--- config.mk ---
export PLATFORM = sky130hd
export DESIGN_NAME = cmi_ram
export DESIGN_NICKNAME = d
export VERILOG_FILES = /design/src/hdl/cmi_ram.sv
export SDC_FILE = /design/constraint.sdc
export NUM_CORES = 1
export LEC_CHECK = 0
export BUFFER_PORTS_ARGS = -buffer_cell sky130_fd_sc_hd__buf_4
export CORE_MARGIN = 8
export CORE_UTILIZATION = 25
export CTS_BUF_LIST = sky130_fd_sc_hd__clkbuf_16
export DETAILED_ROUTE_END_ITERATION = 8
export SETUP_SLACK_MARGIN = 0.15
export SLEW_MARGIN = 20
export SYNTH_ARGS = -nofsm -noshare
export SYNTH_HDL_FRONTEND = slang
export SYNTH_SLANG_ARGS = --single-unit
--- constraint.sdc ---
create_clock -name clk -period 4.3 [get_ports clk]
set_input_delay 0 -clock clk [delete_from_list [all_inputs] [get_ports clk]]
set_output_delay 0 -clock clk [all_outputs]
set_load 0.03 [all_outputs]
--- src/hdl/cmi_ram.sv ---
// Generic single-write, single-read RAM with registered read data.
module cmi_ram #(
	parameter int WIDTH = 32,
	parameter int DEPTH = 16
) (
	input  logic                     clk,
	input  logic                     we,
	input  logic [$clog2(DEPTH)-1:0] waddr,
	input  logic [WIDTH-1:0]         wdata,
	input  logic                     re,
	input  logic [$clog2(DEPTH)-1:0] raddr,
	output logic [WIDTH-1:0]         rdata
);

	logic [WIDTH-1:0] mem [DEPTH];

	always_ff @(posedge clk) begin
		if (we) begin
			mem[waddr] <= wdata;
		end
		if (re) begin
			rdata <= mem[raddr];
		end
	end

endmodule

==> results.sh <==
export IMPL_required_ps=4620
export IMPL_path_clk_slew_ps=60
export IMPL_crit_cells=5
export IMPL_cpMaxStageDelayCell="mux4_2"
export IMPL_worstMarginPinSlew_ps=1060
export IMPL_maxSlewHeadroom_pct=28.9
export IMPL_post_route_period_util_pct=38.6
export IMPL_post_cts_buffers=0
export IMPL_drtPass1Iterations=5
export IMPL_min_period_ps=1660
export IMPL_cp_data_arrival_time_ps=1980
export IMPL_cts_sinks=544
export IMPL_cts_max_path_buffers=3
export IMPL_post_drt_wl_per_cell_um=23.0
export IMPL_num_rows=104
export IMPL_clock_skew_final_ps=31.0
export IMPL_reg2reg_slack_ps=2680
export IMPL_drtIter0Drc=985
export IMPL_crit_chain="clkbuf_8 > buf_4 > mux4_2 > a22oi_1 > nand2_1"
export IMPL_p_leak_uw=0.00751
export IMPL_syn_to_final_growth_pct=19.2
export IMPL_io_pins=75
export IMPL_syn_area_sq_um=20200
export IMPL_cap_viol_max_count=0
export IMPL_synth_ff_latch_count=544
export IMPL_reg2reg_depth=3
export IMPL_finalMaxSlewViolations=0
export IMPL_final_layout_size_suffix_gt1_share_pct=30.7
export IMPL_final_nets=1025
export IMPL_die_area_sq_um=90000
export IMPL_drc_errors=0
export IMPL_ir_drop_v=0.000286
export IMPL_critPathMaxStageDelay_ps=570
export IMPL_coreArea_sq_um=80200
export IMPL_crit_type="in -> reg"
export IMPL_cts_max_level=2
export IMPL_p_per_area_nw_per_um2=450
export IMPL_crit_family="buffers and inverters"
export IMPL_die_x_um=300
export IMPL_grt_max_degree=56
export IMPL_start_util_pct=25.2
export IMPL_whs_ps=97.8
export IMPL_endpoint="rdata[0]"
export IMPL_grt_overflow=0
export IMPL_yosysWarnings=0
export IMPL_hold_viol=0
export IMPL_setup_viol=0
export IMPL_cp_startpoint="raddr[0]"
export IMPL_via_per_inst=4.49
export IMPL_status="finished clean"
export IMPL_cts_buffers=52
export IMPL_rsz0062_at_grt="no"
export IMPL_syn_nets=881
export IMPL_grt_usage_pct=10.4
export IMPL_ys_types=17
export IMPL_cts_tree="yes"
export IMPL_drt_total_wl_um=47800
export IMPL_grt_pass1_vias=9710
export IMPL_reg2reg_from="mem[0][31]"
export IMPL_grt_pass1_wl_um=69100
export IMPL_via_count=9335
export IMPL_crit_path_end_kind="flop"
export IMPL_r2r_end="rdata[31]"
export IMPL_hp_class="in -> reg"
export IMPL_grt_antenna_before_repair=2
export IMPL_crit_fanout=55
export IMPL_dpl_hpwl_um=25800
export IMPL_final_core_util_pct=30.0
export IMPL_gp_congestion=0.702
export IMPL_synth_area_per_cell_sq_um=24.1
export IMPL_clock_latency_ps=600
export IMPL_cts_root_buf="clkbuf_16"
export IMPL_yosysSeqAreaShare_pct=81.0
export IMPL_ant_nets=0
export IMPL_io_buffers=74
export IMPL_die_h_um=300
export IMPL_max_freq_ghz=0.603
export IMPL_crit_buf_inv=2
export IMPL_fillers=7818
export IMPL_setup_tns_ps=0
export IMPL_setup_worst_path_start_class="input port"
export IMPL_netlist_instances=838
-- synthesized netlist by cell type (all sizes together) --
library cell | instances | share of area, %
edfxtp | 544 | 81
mux4 | 128 | 14
a22oi | 64 | 2.4
nand2 | 33 | 0.61
buf | 26 | 0.79
clkbuf | 17 | 0.32
nor2 | 13 | 0.24
nor3 | 4 | 0.099
nand2b | 2 | 0.062
nand3b | 2 | 0.074
nor2b | 2 | 0.062
and2 | 1 | 0.031
nand3 | 1 | 0.025
or3b | 1 | 0.043
-- per-layer routing --
metal	wire, um	part of all wire (%)	up-vias	GRT usage (%)
met4	710	1.5	0	2.34
met5	0	0	-	0
met2	22000	46	309	15.9
met3	3110	6.5	56	2.10
li1	-	-	3892	-
met1	22000	46	5078	15.2
-- layout make-up --
class / instances / area [sq um] / area share, %
flip-flops and latches: 544 / 16300 / 67.9
multi-input cells: 251 / 3750 / 15.6
clock buffers: 52 / 1300 / 5.41
diodes: 2 / 5.00 / 0.0208
clock inverters: 39 / 233 / 0.968
well taps: 1060 / 1330 / 5.51
repair buffers: 133 / 1100 / 4.57
-- worst register-to-register path: stages (launching register included) --
cell and delay [ps]:
edfxtp_1 370, mux4_2 470, a22oi_1 240, nand2_1 220
-- power by group --
| part | switching, uW | leakage [uW] | internal, uW |
|---|---|---|---|
| Clock | 1900 | 0.000796 | 2300 |
| Sequential | 38.6 | 0.00494 | 5970 |
| Combinational | 367 | 0.00177 | 249 |
| Total | 2300 | 0.00751 | 8530 |
-- through the flow --
| step | cells | cell area, sq um | setup slack (ps) | power, uW |
|---|---|---|---|---|
| 2_1_floorplan | 838 | 20200 | 1120 | 6450 |
| 4_1_cts | 2079 | 24000 | 2620 | 11000 |
| 3_3_place_gp | 1955 | 22200 | 1960 | 6710 |
| 6_report | 2081 | 24100 | 2640 | 10800 |
| 5_1_grt | 2080 | 24000 | 2470 | 11200 |
| 3_5_place_dp | 1955 | 22200 | 1960 | 6730 |
-- what timing repair did --
item,in CTS,in global routing
resized for setup,0,0
hold buffers,33,0
endpoints found under the hold margin,535,0
-- flip-flops by register name (all words and copies together), names as in the netlist --
register  cells
mem         512
rdata        32
-- worst min path at each step --
stage                   start          end  slack, ps  cells past startpoint
detailed placement  wdata[13]  mem[11][13]        300                      1
global placement    wdata[16]  mem[14][16]        290                      1
floorplan            wdata[0]    mem[0][0]        100                      0
global route         raddr[3]     rdata[5]        100                      4
CTS                  raddr[3]     rdata[2]         50                      4
finish               raddr[3]    rdata[14]        100                      4
-- kinds of logic (layout without fill, tap and decap cells) --
kind of cell | count (synthesis) | in the layout | synth area share, %
flops | 544 | 544 | 81.0
mux | 128 | 128 | 14.3
compound gates | 64 | 64 | 2.38
simple gates | 59 | 59 | 1.25
buf+inv | 43 | 224 | 1.10
other cells | 0 | 2 | 0
-- placed cells by master (no fill, tap or decap), types with 6 or more instances in the layout --
cell type / n
clkinv_2: 6
nand2_1: 33
clkbuf_16: 52
nor2_4: 13
mux4_2: 128
inv_1: 12
buf_4: 98
a22oi_1: 64
dlygate4sd3_1: 33
edfxtp_1: 544
clkinv_1: 15
Note: power is estimated with default switching activity, not from simulation.
