### src/hdl/cmi_pkg.sv
// Package for the colormap interpolator: words, codes and shared constants.
package cmi_pkg;

	localparam int MAX_COLORS_DEF = 16;
	localparam int FRAC_BITS_DEF  = 16;
	localparam int CNT_W          = 5;
	localparam int CFG_IDX_W      = 3;

	typedef enum logic [CFG_IDX_W-1:0] {
		CFG_RANGE_MIN = 3'd0,
		CFG_RANGE_MAX = 3'd1,
		CFG_COUNT     = 3'd2,
		CFG_CLIP      = 3'd3,
		CFG_SATURATE  = 3'd4
	} cfg_idx_t;

	typedef enum logic {
		REQ_MAP   = 1'b0,
		REQ_WRITE = 1'b1
	} req_t;

	typedef enum logic [1:0] {
		REGION_INTERP = 2'd0,
		REGION_CLIP   = 2'd1,
		REGION_SAT    = 2'd2,
		REGION_EMPTY  = 2'd3
	} region_t;

	typedef struct packed {
		req_t               req_type;
		logic signed [31:0] sample_value;
		logic [3:0]         entry_index;
		logic [31:0]        entry_color;
	} in_word_t;

	typedef struct packed {
		logic [7:0] red;
		logic [7:0] green;
		logic [7:0] blue;
		logic [7:0] alpha;
		region_t    region;
	} out_word_t;

	// Control carried alongside the datapath; color holds the write data for
	// table writes and the final color once a result is fixed early.
	typedef struct packed {
		logic        wr;
		logic        fin;
		region_t     region;
		logic [31:0] color;
		logic [3:0]  eidx;
	} ctl_t;

endpackage

### src/hdl/cmi_div.sv
// Pipelined restoring divider producing the normalized fraction, one bit per stage.
module cmi_div import cmi_pkg::*; #(
	parameter int FRAC_BITS = FRAC_BITS_DEF
) (
	input  logic                 clk,
	input  logic                 arst_n,
	input  logic                 adv,
	input  logic                 in_vld,
	input  ctl_t                 in_ctl,
	input  logic [31:0]          in_rem,
	input  logic [31:0]          in_dv,
	output logic                 out_vld,
	output ctl_t                 out_ctl,
	output logic [FRAC_BITS-1:0] out_q
);

	logic                 vld_s [FRAC_BITS];
	ctl_t                 ctl_s [FRAC_BITS];
	logic [31:0]          rem_s [FRAC_BITS];
	logic [31:0]          dv_s  [FRAC_BITS];
	logic [FRAC_BITS-1:0] q_s   [FRAC_BITS];

	for (genvar i = 0; i < FRAC_BITS; i++) begin : g_stage
		logic                 pv;
		ctl_t                 pc;
		logic [31:0]          pr;
		logic [31:0]          pd;
		logic [FRAC_BITS-1:0] pq;
		logic [32:0]          r2;
		logic                 ge;

		if (i == 0) begin : g_first
			assign pv = in_vld;
			assign pc = in_ctl;
			assign pr = in_rem;
			assign pd = in_dv;
			assign pq = '0;
		end else begin : g_next
			assign pv = vld_s[i-1];
			assign pc = ctl_s[i-1];
			assign pr = rem_s[i-1];
			assign pd = dv_s[i-1];
			assign pq = q_s[i-1];
		end

		assign r2 = {pr, 1'b0};
		assign ge = r2 >= {1'b0, pd};

		always_ff @(posedge clk or negedge arst_n) begin
			if (!arst_n) begin
				vld_s[i] <= 1'b0;
			end else if (adv) begin
				vld_s[i] <= pv;
			end
		end

		always_ff @(posedge clk) begin
			if (adv) begin
				ctl_s[i] <= pc;
				dv_s[i]  <= pd;
				rem_s[i] <= ge ? 32'(r2 - {1'b0, pd}) : r2[31:0];
				q_s[i]   <= {pq[FRAC_BITS-2:0], ge};
			end
		end
	end

	assign out_vld = vld_s[FRAC_BITS-1];
	assign out_ctl = ctl_s[FRAC_BITS-1];
	assign out_q   = q_s[FRAC_BITS-1];

endmodule

### config.mk
export PLATFORM = sky130hd
export DESIGN_NAME = cmi_div
export DESIGN_NICKNAME = d
export VERILOG_FILES = /design/src/hdl/cmi_pkg.sv /design/src/hdl/cmi_div.sv
export SDC_FILE = /design/constraint.sdc
export NUM_CORES = 2
export LEC_CHECK = 0
export BUFFER_PORTS_ARGS = -buffer_cell sky130_fd_sc_hd__buf_2
export CELL_PAD_IN_SITES_DETAIL_PLACEMENT = 0
export CELL_PAD_IN_SITES_GLOBAL_PLACEMENT = 2
export CORE_UTILIZATION = 35
export DETAILED_ROUTE_END_ITERATION = 16
export PLACE_DENSITY = 0.63
export SLEW_MARGIN = 25
export SYNTH_ARGS = -nofsm -noshare
export SYNTH_HDL_FRONTEND = slang
export SYNTH_SLANG_ARGS = --single-unit
### constraint.sdc
create_clock -name clk -period 7.2 [get_ports clk]
set_clock_uncertainty 0.15 [all_clocks]
set_input_delay 0.72 -clock clk [delete_from_list [all_inputs] [get_ports clk]]
set_output_delay 0.72 -clock clk [all_outputs]
set_load 0.01 [all_outputs]
==> impl_metrics.csv <==
group,metric,value,unit
clock_network,clk_latency,880,ps
floorplanning,io_pins,165,
clock_network,cts_max_level,4,
global_routing,grt_pass1_wl,292000,um
floorplanning,die_w,495,um
critical_path,r2r_slack,2510,ps
placement,dp_cells,9890,
clock_network,clock_path_buffers,3,
power_and_ir_drop,p_sw_share,34.9,%
synth,avgSynthCellArea,12.7,um^2
clock_network,cts-buffers-inserted,197,
critical_path,required,7690,ps
run,cap_violations,0,
sta,worst_pin_slew,999,ps
global_routing,track_usage,15.3,%
clock_network,path_clk_slew,60,ps
power_and_ir_drop,power.leakage,38.2,nW
worst_hold_path,worstHoldPathCells,2,
synth,ys_ff_latch,1752,
placement,dp_hpwl,140000,um
critical_path,r2r-end,"rem_s[11][17]",
floorplanning,fp-row-count,180,
synth,yosys_warnings,0,
critical_path,crit_arrival,5180,ps
routing,drt_first_iter_violations,2427,
global_routing,antenna_found_initial,2,
global_routing,grt_max_degree,171,
clock_network,cts_tree,"yes",
critical_path,worstReg2RegStart,"dv_s[1][65]",
worst_hold_path,min_from,"in_rem[13]",
critical_path,cp-end-kind,"register",
finish,nets,7640,
power_and_ir_drop,p_per_area,419,nW/um^2
routing,vias_per_cell,4.88,
synth,syn-cell-area,85100,um^2
finish,fin_cells,10400,
routing,dr.pass1.iters,5,
sta,setup_viol,0,
critical_path,crit_type,"reg -> reg",
status,status,"complete, no violations",
clock_network,cts-root-buf,"clkbuf_16",
sta,maxClockFrequency,0.213,GHz
finish,syn_to_final_growth,14.3,%
power_and_ir_drop,clock_power_share,24.9,%
synth,async_flop_share,0.913,%
synth,yosysSeqAreaShare,61.7,%
sta,hold_violations,0,
clock_network,clock-sinks,1752,
sta,drv_slew,0,
critical_path,worst-path-max-fanout,35,
sta,grt_setup_unrepaired,"false",
synth,ys_types,98,
critical_path,start_kind,"register",
routing,antenna_left,0,
power_and_ir_drop,comb_power_share,37.7,%
power_and_ir_drop,peakVddDrop,0.000213,V
global_routing,grt_pass1_vias,52000,
floorplanning,start_util,35.3,%
sta,max_slew_margin,33.4,%
floorplanning,dieArea,245000,um^2
routing,wire_per_inst,18.2,um
worst_hold_path,min_path_type,"in -> reg",
global_routing,overflow,0,
synth,syn_nets,7308,
worst_hold_path,holdPathEnd,"rem_s[0][14]",
power_and_ir_drop,internal_power,26.5,mW
power_and_ir_drop,p_seq_share,37.5,%
synth,synth_edf_count,1736,
finish,layout-drive-gt1-share,10.4,%
critical_path,r2r.worst_path.cells,12,
synth,synth_cells,6674,
sta,tns,0,ps
placement,portBuffers,164,
sta,finalCritPeriodShare,65.2,%
power_and_ir_drop,p_switching,14.2,mW
placement,place_congestion,0.857,
floorplanning,coreArea,241000,um^2
routing,drt-total-wl,189000,um
floorplanning,chipHeight,495,um
sta,fin_crit,4690,ps
routing,route.vias.total,50600,
synth,synth_flop_cell,"edfxtp_1",
routing,drc,0,
## cell usage in the layout, fill, tap and decap left out, types with 91 or more instances in the layout
| master | Yosys | final |
|---|---|---|
| edfxtp_1 | 1736 | 1736 |
| inv_1 | 646 | 646 |
| a21oi_1 | 527 | 527 |
| ha_1 | 511 | 511 |
| nor2_1 | 420 | 420 |
| o21ai_0 | 347 | 347 |
| nand2_1 | 347 | 346 |
| a21o_1 | 268 | 268 |
| xnor2_1 | 230 | 230 |
| clkbuf_16 | 0 | 197 |
| mux2_2 | 181 | 181 |
| buf_2 | 31 | 163 |
| xor2_1 | 157 | 157 |
| dlygate4sd3_1 | 0 | 102 |
| nand3_1 | 91 | 91 |
## worst max path at each step
stage                  from  cells after the start             to  slack (ps)
6_report        dv_s[1][65]                     12  rem_s[11][17]        2510
5_1_grt         dv_s[1][65]                     12  rem_s[11][17]        2350
4_1_cts         dv_s[1][65]                     12  rem_s[11][17]        2470
3_5_place_dp    dv_s[1][65]                     12  rem_s[11][17]        2460
3_3_place_gp   rem_s[8][13]                      8    rem_s[9][2]        2320
2_1_floorplan      in_dv[2]                     12   rem_s[0][30]        3580
## kinds of logic after synthesis
family / count (synthesis) / share of synthesized area [%]
simple gates: 1320 / 7.29
xor+xnor: 387 / 3.98
mux: 215 / 2.83
flops: 1752 / 61.7
fa+ha+maj: 526 / 7.87
buf+inv: 821 / 3.92
compound gates: 1653 / 12.4
## critical path: stages, from the launching register on
cell and delay, ps:
edfxtp_1 430, inv_1 80, ha_1 230, nor2b_1 150, o31a_1 310, o21ai_0 590, a21oi_1 240, o22ai_1 530
o21a_1 320, o211ai_1 150, a41oi_4 660, buf_12 270, mux2_2 350
## per-stage QoR
stage	power (mW)	setup slack, ps	hold slack (ps)	area [um^2]	util [%]
after floorplan	26.5	3580	250	85100	-
after global placement	30.9	2320	250	89500	37.1
after detailed placement	30.8	2460	255	89600	37.1
after CTS	41.3	2470	0.895	97200	40.3
after global routing	43.5	2350	44.5	97200	40.3
final	40.7	2510	75.0	97200	40.3
## state kept, by name, summed over array words and instances (netlist names)
signal      cells
ctl_s         640
dv_s          480
g_stage.pv     15
out_vld         1
q_s           136
rem_s         480
## power groups by stage
stage | Sequential, mW | Combinational (mW) | Clock, mW
final | 15.3 | 15.3 | 10.1
after floorplan | 14.9 | 11.6 | 0
after detailed placement | 15.5 | 15.3 | 0
after global placement | 15.5 | 15.3 | 0
after global routing | 15.5 | 17.1 | 10.9
after CTS | 15.3 | 15.5 | 10.5
## synthesized netlist by cell type, types with 42 or more instances
library cell,number,area share [%]
edfxtp_1,1736,61
inv_1,646,2.9
a21oi_1,527,3.1
ha_1,511,7.5
nor2_1,420,1.9
nand2_1,347,1.5
o21ai_0,347,2.0
a21o_1,268,2.4
xnor2_1,230,2.4
mux2_2,181,2.4
xor2_1,157,1.6
nand3_1,91,0.54
clkbuf_1,90,0.40
nand4_1,89,0.65
o21a_1,84,0.74
nor3_1,76,0.45
nor2b_1,71,0.52
nand2b_1,63,0.46
o21bai_1,58,0.51
a31oi_1,55,0.40
and3_1,52,0.38
a211oi_1,42,0.37
buf_4,42,0.37
o31ai_1,42,0.37
## layer usage
layer / share of wire (%) / routed length (um) / vias up / GRT usage (%)
li1: - / - / 25300 / -
met1: 41 / 77500 / 24200 / 17.0
met2: 52 / 97200 / 722 / 28.3
met3: 2.8 / 5210 / 354 / 2.23
met4: 4.5 / 8580 / 0 / 7.23
met5: 0 / 0 / - / 0
## what timing repair did
| action | 4_1_cts | 5_1_grt |
|---|---|---|
| buffers inserted | 0 | 0 |
| hold endpoints to repair | 117 | 0 |
| resized for setup | 0 | 0 |
| hold buffers | 102 | 0 |
## layout make-up
type,instances,area (um^2)
repair buffers,306,2320
well taps,3185,3990
flip-flops and latches,1752,52500
diodes,2,5.00
inverters,648,2430
fillers,22600,144000
clock inverters,130,1560
multi-input cells,4101,29300
clock buffers,236,5080
Note: power is estimated with default switching activity, not from simulation.
