### config.mk
export PLATFORM = sky130hd
export DESIGN_NAME = cmi_blend
export DESIGN_NICKNAME = d
export VERILOG_FILES = /design/src/hdl/cmi_blend.sv
export SDC_FILE = /design/constraint.sdc
export NUM_CORES = 1
export LEC_CHECK = 0
export BUFFER_PORTS_ARGS = -buffer_cell sky130_fd_sc_hd__buf_2
export CAP_MARGIN = 10
export CORE_MARGIN = 3
export CORE_UTILIZATION = 64
export DETAILED_ROUTE_END_ITERATION = 10
export PLACE_DENSITY_LB_ADDON = 0.15
export SLEW_MARGIN = 0
export SYNTH_ARGS = -nofsm -noshare
export SYNTH_HDL_FRONTEND = slang
export SYNTH_SLANG_ARGS = --single-unit
### constraint.sdc
create_clock -name vclk -period 19.9
set_clock_uncertainty 0.2 [all_clocks]
set_input_delay 0.995 -clock vclk [all_inputs]
set_output_delay 0.995 -clock vclk [all_outputs]
set_load 0.02 [all_outputs]
### src/hdl/cmi_blend.sv
// Per-channel linear blend of two packed RGBA table entries.
module cmi_blend #(
	parameter int FRAC_BITS = 16
) (
	input  logic [31:0]          c1,
	input  logic [31:0]          c2,
	input  logic [FRAC_BITS-1:0] t,
	output logic [31:0]          color
);

	for (genvar ch = 0; ch < 4; ch++) begin : g_ch
		logic signed [8:0]           diff;
		logic signed [FRAC_BITS+9:0] prod;
		logic signed [FRAC_BITS+9:0] step;

		assign diff = $signed({1'b0, c2[ch*8 +: 8]}) - $signed({1'b0, c1[ch*8 +: 8]});
		assign prod = diff * $signed({1'b0, t});
		assign step = prod >>> FRAC_BITS;
		assign color[ch*8 +: 8] = c1[ch*8 +: 8] + step[7:0];
	end

endmodule

==> impl_metrics.ini, run 1 <==
[floorplan]
start_util = 0.655
num_rows = 62
die_y_um = 178
core_um2 = 29000
die_w_um = 178
die_area_um2 = 31800
io_pins = 112

[cells_and_area]
design.seq.count = 0
syn2layout_area_growth_pct = 5.34
seqCellArea_um2 = 0
fin_nets = 2909
drive_gt1_frac = 0.0896
clockBufferCount = 0
n_fill_cell = 2429
final_cell_area_um2 = 20000

[clock_network]
postCtsSetupRepairBufs = 0
cts_resized = 0
ctsHoldBuffers = 0

[sta]
rsz0062_at_grt = false
finalSetupTns_ns = 0
hold_viol = 0
fin_crit_sh = 0.550
worstMarginPinSlew_ns = 1.13
timing.final.ws_setup_ns = 8.96
finalCriticalPeriod_ns = 10.94
max_slew_margin = 0.245
fmax_mhz = 91.4
finalSetupViolations = 0
drv_slew = 0

[worst_setup_path]
worst_path_dominant_cell_family = compound AO/OA/AOI/OAI gates
slowest_delay_ns = 0.90
cp_num_buf_inv = 6
startpoint_type = input port
cp_slowest_cell = a21boi_1
critPathRequiredTime_ns = 18.70
critPathKind = input port to output pin
worst_ep_arrival_time_ns = 9.74
worstPathMaxFanout = 16
path_common_cell = fa_1
critPathCaptureType = output pin

[routing]
drt-total-wl_mm = 43.7
detail-route-antenna-nets = 0
drt_iter0_drc = 584
routedWlPerCell_um = 17.3
drc_errors = 0
via_count = 14300
routed_via_density = 5.67
firstDrtPassIters = 5

[global_routing]
grt.overflow.total = 0
antenna_found_initial = 0
grt_pass1_vias = 15700
grt_max_degree = 37
grt_use_total = 0.288
grt_pass1_wl_mm = 74.2

[synthesis]
synthCells = 2081
ys_warn_count = 0
avgSynthCellArea_um2 = 9.13
netlist_area_um2 = 19000
synth_cell_types = 53
syn_nets = 2845
ys_seq_area_frac = 0

[placed_design]
dp_slack_ns = 9.07
placed_area_um2 = 20000
place_hpwl_mm = 32.9
gp_congestion = 0.866
portBuffers = 112

[run]
max_cap_viol_count = 0

[worst_hold_path]
hold_path.class = input port to output pin

[status]
status = finished clean
[per-stage QoR]
| stage | std cells | util | hold WS (ns) |
|---|---|---|---|
| floorplan | 2081 | - | 2.00 |
| global placement | 2527 | 0.690 | 2.17 |
| detailed placement | 2527 | 0.690 | 2.17 |
| CTS | 2527 | 0.690 | 2.17 |
| global route | 2527 | 0.690 | 2.19 |
| finish | 2528 | 0.690 | 2.17 |
[cells in the final DEF, fill, tap and decap left out, types with 14 or more instances in the layout]
master / Yosys / routed
a21o_1: 14 / 14
or3b_2: 16 / 16
o21ai_0: 33 / 33
buf_2: 0 / 112
and2_1: 235 / 235
xor2_1: 19 / 19
nor2b_1: 16 / 16
a21oi_1: 41 / 41
inv_1: 346 / 346
nor2_1: 112 / 112
or2_2: 18 / 18
ha_1: 284 / 284
nor3b_1: 48 / 48
nor3_1: 17 / 17
fa_1: 400 / 400
buf_4: 0 / 38
nand2b_1: 117 / 117
nand2_1: 116 / 116
xnor2_1: 65 / 63
[metal layers]
metal  track usage  vias up  wire, um
li1              -     6557         -
met1         0.367     7338     17700
met2         0.530      363     22800
met3        0.0249       88      2240
met4        0.0731        0       990
met5             0        -         0
[path summary, 6_finish.rpt]
kind	start	endpoint	slack [ns]	depth (start not counted)
setup / recovery	c1[25]	color[31]	8.96	33
hold / removal	c1[0]	color[0]	2.17	3
[cell families after synthesis]
group / after synthesis / share of synthesized area
compound gates: 150 / 0.0517
xor+xnor: 84 / 0.0387
fa+ha+maj: 684 / 0.609
buf+inv: 435 / 0.0860
mux: 1 / 0.000593
simple gates: 727 / 0.214
[synth_stat cells, types with 9 or more instances]
cell type / number / area, um^2
clkbuf_1: 88 / 330
o21ai_0: 33 / 165
or2_2: 18 / 113
nand2_1: 116 / 435
xnor2_1: 65 / 569
nand2b_1: 117 / 732
fa_1: 400 / 8010
xor2_1: 19 / 166
a21oi_1: 41 / 205
nor3_1: 17 / 85.1
a21o_1: 14 / 105
nor3b_1: 48 / 360
or3b_2: 16 / 140
ha_1: 284 / 3550
a21boi_0: 10 / 75.1
nand3_1: 9 / 45.0
inv_1: 346 / 1300
nor2_1: 112 / 420
and2_1: 235 / 1470
nor2b_1: 16 / 100
[cell type report]
| cell class | instances | area (um^2) | share of cell area |
|---|---|---|---|
| Inverter | 347 | 1300 | 0.0651 |
| Antenna cell | 1 | 2.50 | 0.000125 |
| Multi-Input combinational cell | 1646 | 17400 | 0.868 |
| Tap cell | 384 | 480 | 0.0240 |
| Timing Repair Buffer | 150 | 846 | 0.0423 |
[tightest hold or removal path, cell delays in order]
cell and delay (ns):
buf_2 0.11, ha_1 0.12, buf_2 0.15
==> run 2, diff against run 1 <==
CORE_UTILIZATION = 59   (was 64)
clock period = 9.6 ns   (was 19.9 ns; I/O delays follow)
==> run 2 against run 1 <==
Effect of this change: non-clock buffer count rose by 12; final area up 0.64%; sequential cell count stayed put; critical path type unchanged; first-iteration DRC count up 13%.
==> impl_metrics.ini, run 2 (synthesis results as in run 1) <==
[routing]
dr_wl_met3_mm = 2.30
routed_via_density = 5.64
drc_errors = 0
drt-total-wl_mm = 45.9
wl_met1_mm = 18.1
firstDrtPassIters = 5
drt_iter0_drc = 660
detail-route-antenna-nets = 0
top_layer_used = met4
route.met2.wl_mm = 24.1
via_count = 14400
routedWlPerCell_um = 17.9

[worst_setup_path]
critPathCaptureType = output pin
worstPathMaxFanout = 4
worst_path_dominant_cell_family = adder cells
crit_path_end = color[15]
worst_ep_arrival_time_ns = 8.47
crit_start = c1[9]
cp.depth = 36
critPathKind = input port to output pin
cp_slowest_cell = fa_1
cp_num_buf_inv = 6
path_common_cell = fa_1
startpoint_type = input port
critPathRequiredTime_ns = 8.92
slowest_delay_ns = 0.50

[sta]
hold_viol = 0
finalSetupTns_ns = 0
worstMarginPinSlew_ns = 0.890
fin_crit_sh = 0.953
drv_slew = 0
finalSetupViolations = 0
max_slew_margin = 0.407
fmax_mhz = 109
finalCriticalPeriod_ns = 9.15
timing.final.ws_setup_ns = 0.449

[global_routing]
grt_pass1_vias = 15700
antenna_found_initial = 2
grt.overflow.total = 0
grt_max_degree = 37
grt_use_total = 0.281
grt_pass1_wl_mm = 77.8

[floorplan]
die_w_um = 185
io_pins = 112
core_um2 = 31600
num_rows = 65
die_y_um = 185
die_area_um2 = 34400
start_util = 0.600

[cells_and_area]
most-common-layout-cells = fa_1 (400), inv_1 (346), ha_1 (284)
utilization = 0.637
syn2layout_area_growth_pct = 6.01
fin_nets = 2921
final_common_cell = fa_1
drive_gt1_frac = 0.0961
clockBufferCount = 0
design.seq.count = 0
final_cell_area_um2 = 20100
seqCellArea_um2 = 0

[status]
status = finished clean

[placed_design]
place_hpwl_mm = 35.7
placed_area_um2 = 20100
portBuffers = 112
dp_slack_ns = 0.282
gp_congestion = 0.858

[run]
max_cap_viol_count = 0

[clock_network]
ctsHoldBuffers = 0

[worst_hold_path]
hold_path.class = input port to output pin
run 2: worst min-delay path: stages:
cell   delay (ns)
buf_2        0.11
ha_1         0.12
buf_2        0.15
run 2: stage by stage:
stage,hold WS (ns),instances
4_1_cts,1.15,2557
5_1_grt,1.16,2558
2_1_floorplan,0.970,2081
6_report,1.14,2558
3_5_place_dp,1.15,2557
3_3_place_gp,1.14,2557
run 2: timing repair:
item / 4_1_cts / 5_1_grt
hold endpoints to repair: 0 / 0
setup buffers: 0 / 0
resized for setup: 0 / 14
endpoints found under the setup margin: 0 / 5
run 2: worst min-delay path by stage:
| stage | from | endpoint | slack [ns] | depth (start not counted) |
|---|---|---|---|---|
| final | c1[0] | color[0] | 1.14 | 3 |
| after global placement | c1[8] | color[8] | 1.14 | 3 |
| after global routing | c1[16] | color[16] | 1.16 | 3 |
| after CTS | c1[16] | color[16] | 1.15 | 3 |
| after floorplan | c1[0] | color[0] | 0.97 | 1 |
| after detailed placement | c1[16] | color[16] | 1.15 | 3 |
run 2: layer usage:
metal,vias up,track usage
li1,6575,-
met5,-,0
met4,0,0.0645
met1,7383,0.362
met3,89,0.0202
met2,369,0.518
run 2: layout make-up:
cell class / instances / area (um^2)
diodes: 1 / 2.50
fillers: 2742 / 11500
inverters: 347 / 1300
multi-input cells: 1646 / 17400
well taps: 402 / 503
repair buffers: 162 / 936
==> run 3, diff against run 2 <==
ABC_AREA = 1   (was not set)
CORE_UTILIZATION = 60   (was 59)
==> run 3 against run 2 <==
Effect of this change: first-iteration DRC count increased by 73%; worst hold slack improved by 0.0011 ns; critical endpoint unchanged; sequential cell count did not move; critical path type unchanged; synthesized area rose by 5.1%; highest routed layer is now met5; sequential share of layout area unchanged; utilization about the same; clock-buffer cell count stayed put.
==> impl_metrics.ini, run 3 <==
[status]
status = finished clean

[worst_setup_path]
slowest_delay_ns = 0.82
critPathCaptureType = output pin
worst_ep_arrival_time_ns = 7.57
worstPathMaxFanout = 16
worst_path_dominant_cell_family = adder cells
critPathKind = input port to output pin
critPathRequiredTime_ns = 8.92
startpoint_type = input port
cp.depth = 35
cp_slowest_cell = xor2_2
path_common_cell = nand2_1
cp_num_buf_inv = 7

[worst_hold_path]
holdPathStages = 3
hold_path.class = input port to output pin

[routing]
via_count = 17200
routedWlPerCell_um = 17.2
drc_errors = 0
routed_via_density = 5.59
drt_iter0_drc = 1140
firstDrtPassIters = 7
detail-route-antenna-nets = 0
drt-total-wl_mm = 53.0

[floorplan]
io_pins = 112
die_w_um = 188
die_area_um2 = 35500
die_y_um = 188
core_um2 = 32600
start_util = 0.612
num_rows = 66

[synthesis]
ys_warn_count = 0
netlist_top_cells_count = nand2_1 (501), inv_1 (476), nor2_1 (411)
synth.most_common_cell = nand2_1
netlist_top_cells_area = fa_1 (40%), ha_1 (18%), nand2_1 (9.4%), inv_1 (9.0%), nor2_1 (7.7%)
yosysTopAreaCellShare = 0.401
syn_nets = 3365
ys_seq_area_frac = 0
synth_area_leader_cell = fa_1
netlist_area_um2 = 20000
synthCells = 2601
avgSynthCellArea_um2 = 7.67
synth_cell_types = 41

[global_routing]
grt_pass1_wl_mm = 87.9
use_met3 = 0.0402
grt.busiest_layer = met2
use_met1 = 0.396
grt_use_total = 0.305
grt_use_met2 = 0.532
grt.overflow.total = 0
grt_max_degree = 26
grt_pass1_vias = 17900
antenna_found_initial = 2

[cells_and_area]
syn2layout_area_growth_pct = 4.06
clockBufferCount = 0
design.seq.count = 0
utilization = 0.637
drive_gt1_frac = 0.0667
final_common_cell = nand2_1
seqCellArea_um2 = 0
n_fill_cell = 3004
most-common-layout-cells = nand2_1 (501), inv_1 (476), nor2_1 (411)
fin_nets = 3403

[sta]
whs_ns = 1.14
finalCriticalPeriod_ns = 8.25
max_slew_margin = 0.272
fmax_mhz = 121
worstMarginPinSlew_ns = 1.09
finalSetupTns_ns = 0
finalSetupViolations = 0
fin_crit_sh = 0.859
hold_viol = 0
rsz0062_at_grt = false
drv_slew = 0

[placed_design]
place_hpwl_mm = 41.7
portBuffers = 112
gp_congestion = 0.930

[run]
max_cap_viol_count = 0

[clock_network]
cts_resized = 0
ctsHoldBuffers = 0
postCtsSetupRepairBufs = 0
-- run 3: changes by cell type after synthesis, sizes merged, moves of 33 or more --
| cell | delta |
|---|---|
| nand2 | +386 |
| nor2 | +301 |
| and2 | -234 |
| inv | +135 |
| nand2b | -117 |
| a21oi | +73 |
| nand3 | +71 |
| nor3b | -48 |
| xnor2 | -45 |
| xor2 | +33 |
-- run 3: final timing paths --
check	startpoint	end	slack [ns]
max	c1[10]	color[15]	1.35
min	c1[24]	color[24]	1.14
-- run 3: cells by family (layout without fill, tap and decap cells) --
family | Yosys count | after routing | synth area share
xor gates and xnor gates | 72 | 72 | 0.0346
AOI/OAI and AO/OA | 209 | 209 | 0.0603
other | 0 | 2 | 0
buffers and inverters | 576 | 612 | 0.113
and+or+nand+nor | 1060 | 1060 | 0.213
adders and majority gates | 684 | 684 | 0.579
-- run 3: layout make-up --
| class | count | area (um^2) | area share |
|---|---|---|---|
| Multi-Input combinational cell | 2025 | 17700 | 0.852 |
| Timing Repair Buffer | 131 | 703 | 0.0339 |
| Inverter | 481 | 1810 | 0.0870 |
| Antenna cell | 2 | 5.00 | 0.000241 |
| Tap cell | 442 | 553 | 0.0266 |
-- run 3: worst min-delay path: cells and delay by family --
kind                     cells  cell delay, ns
adder cells (fa/ha/maj)      1            0.12
buffers and inverters        2            0.26
-- run 3: metal layers --
layer,up-vias,routed length [um]
li1,7982,-
met1,8458,21300
met2,642,26100
met3,131,3780
met4,2,1880
met5,-,13
-- run 3: metrics by stage --
stage / instance area, um^2 / worst slack [ns] / cells
CTS: 20800 / 1.41 / 3079
finish: 20800 / 1.35 / 3081
floorplan: 20000 / 2.26 / 2601
detailed placement: 20800 / 1.45 / 3079
global placement: 20800 / 1.49 / 3079
global route: 20800 / 0.972 / 3080
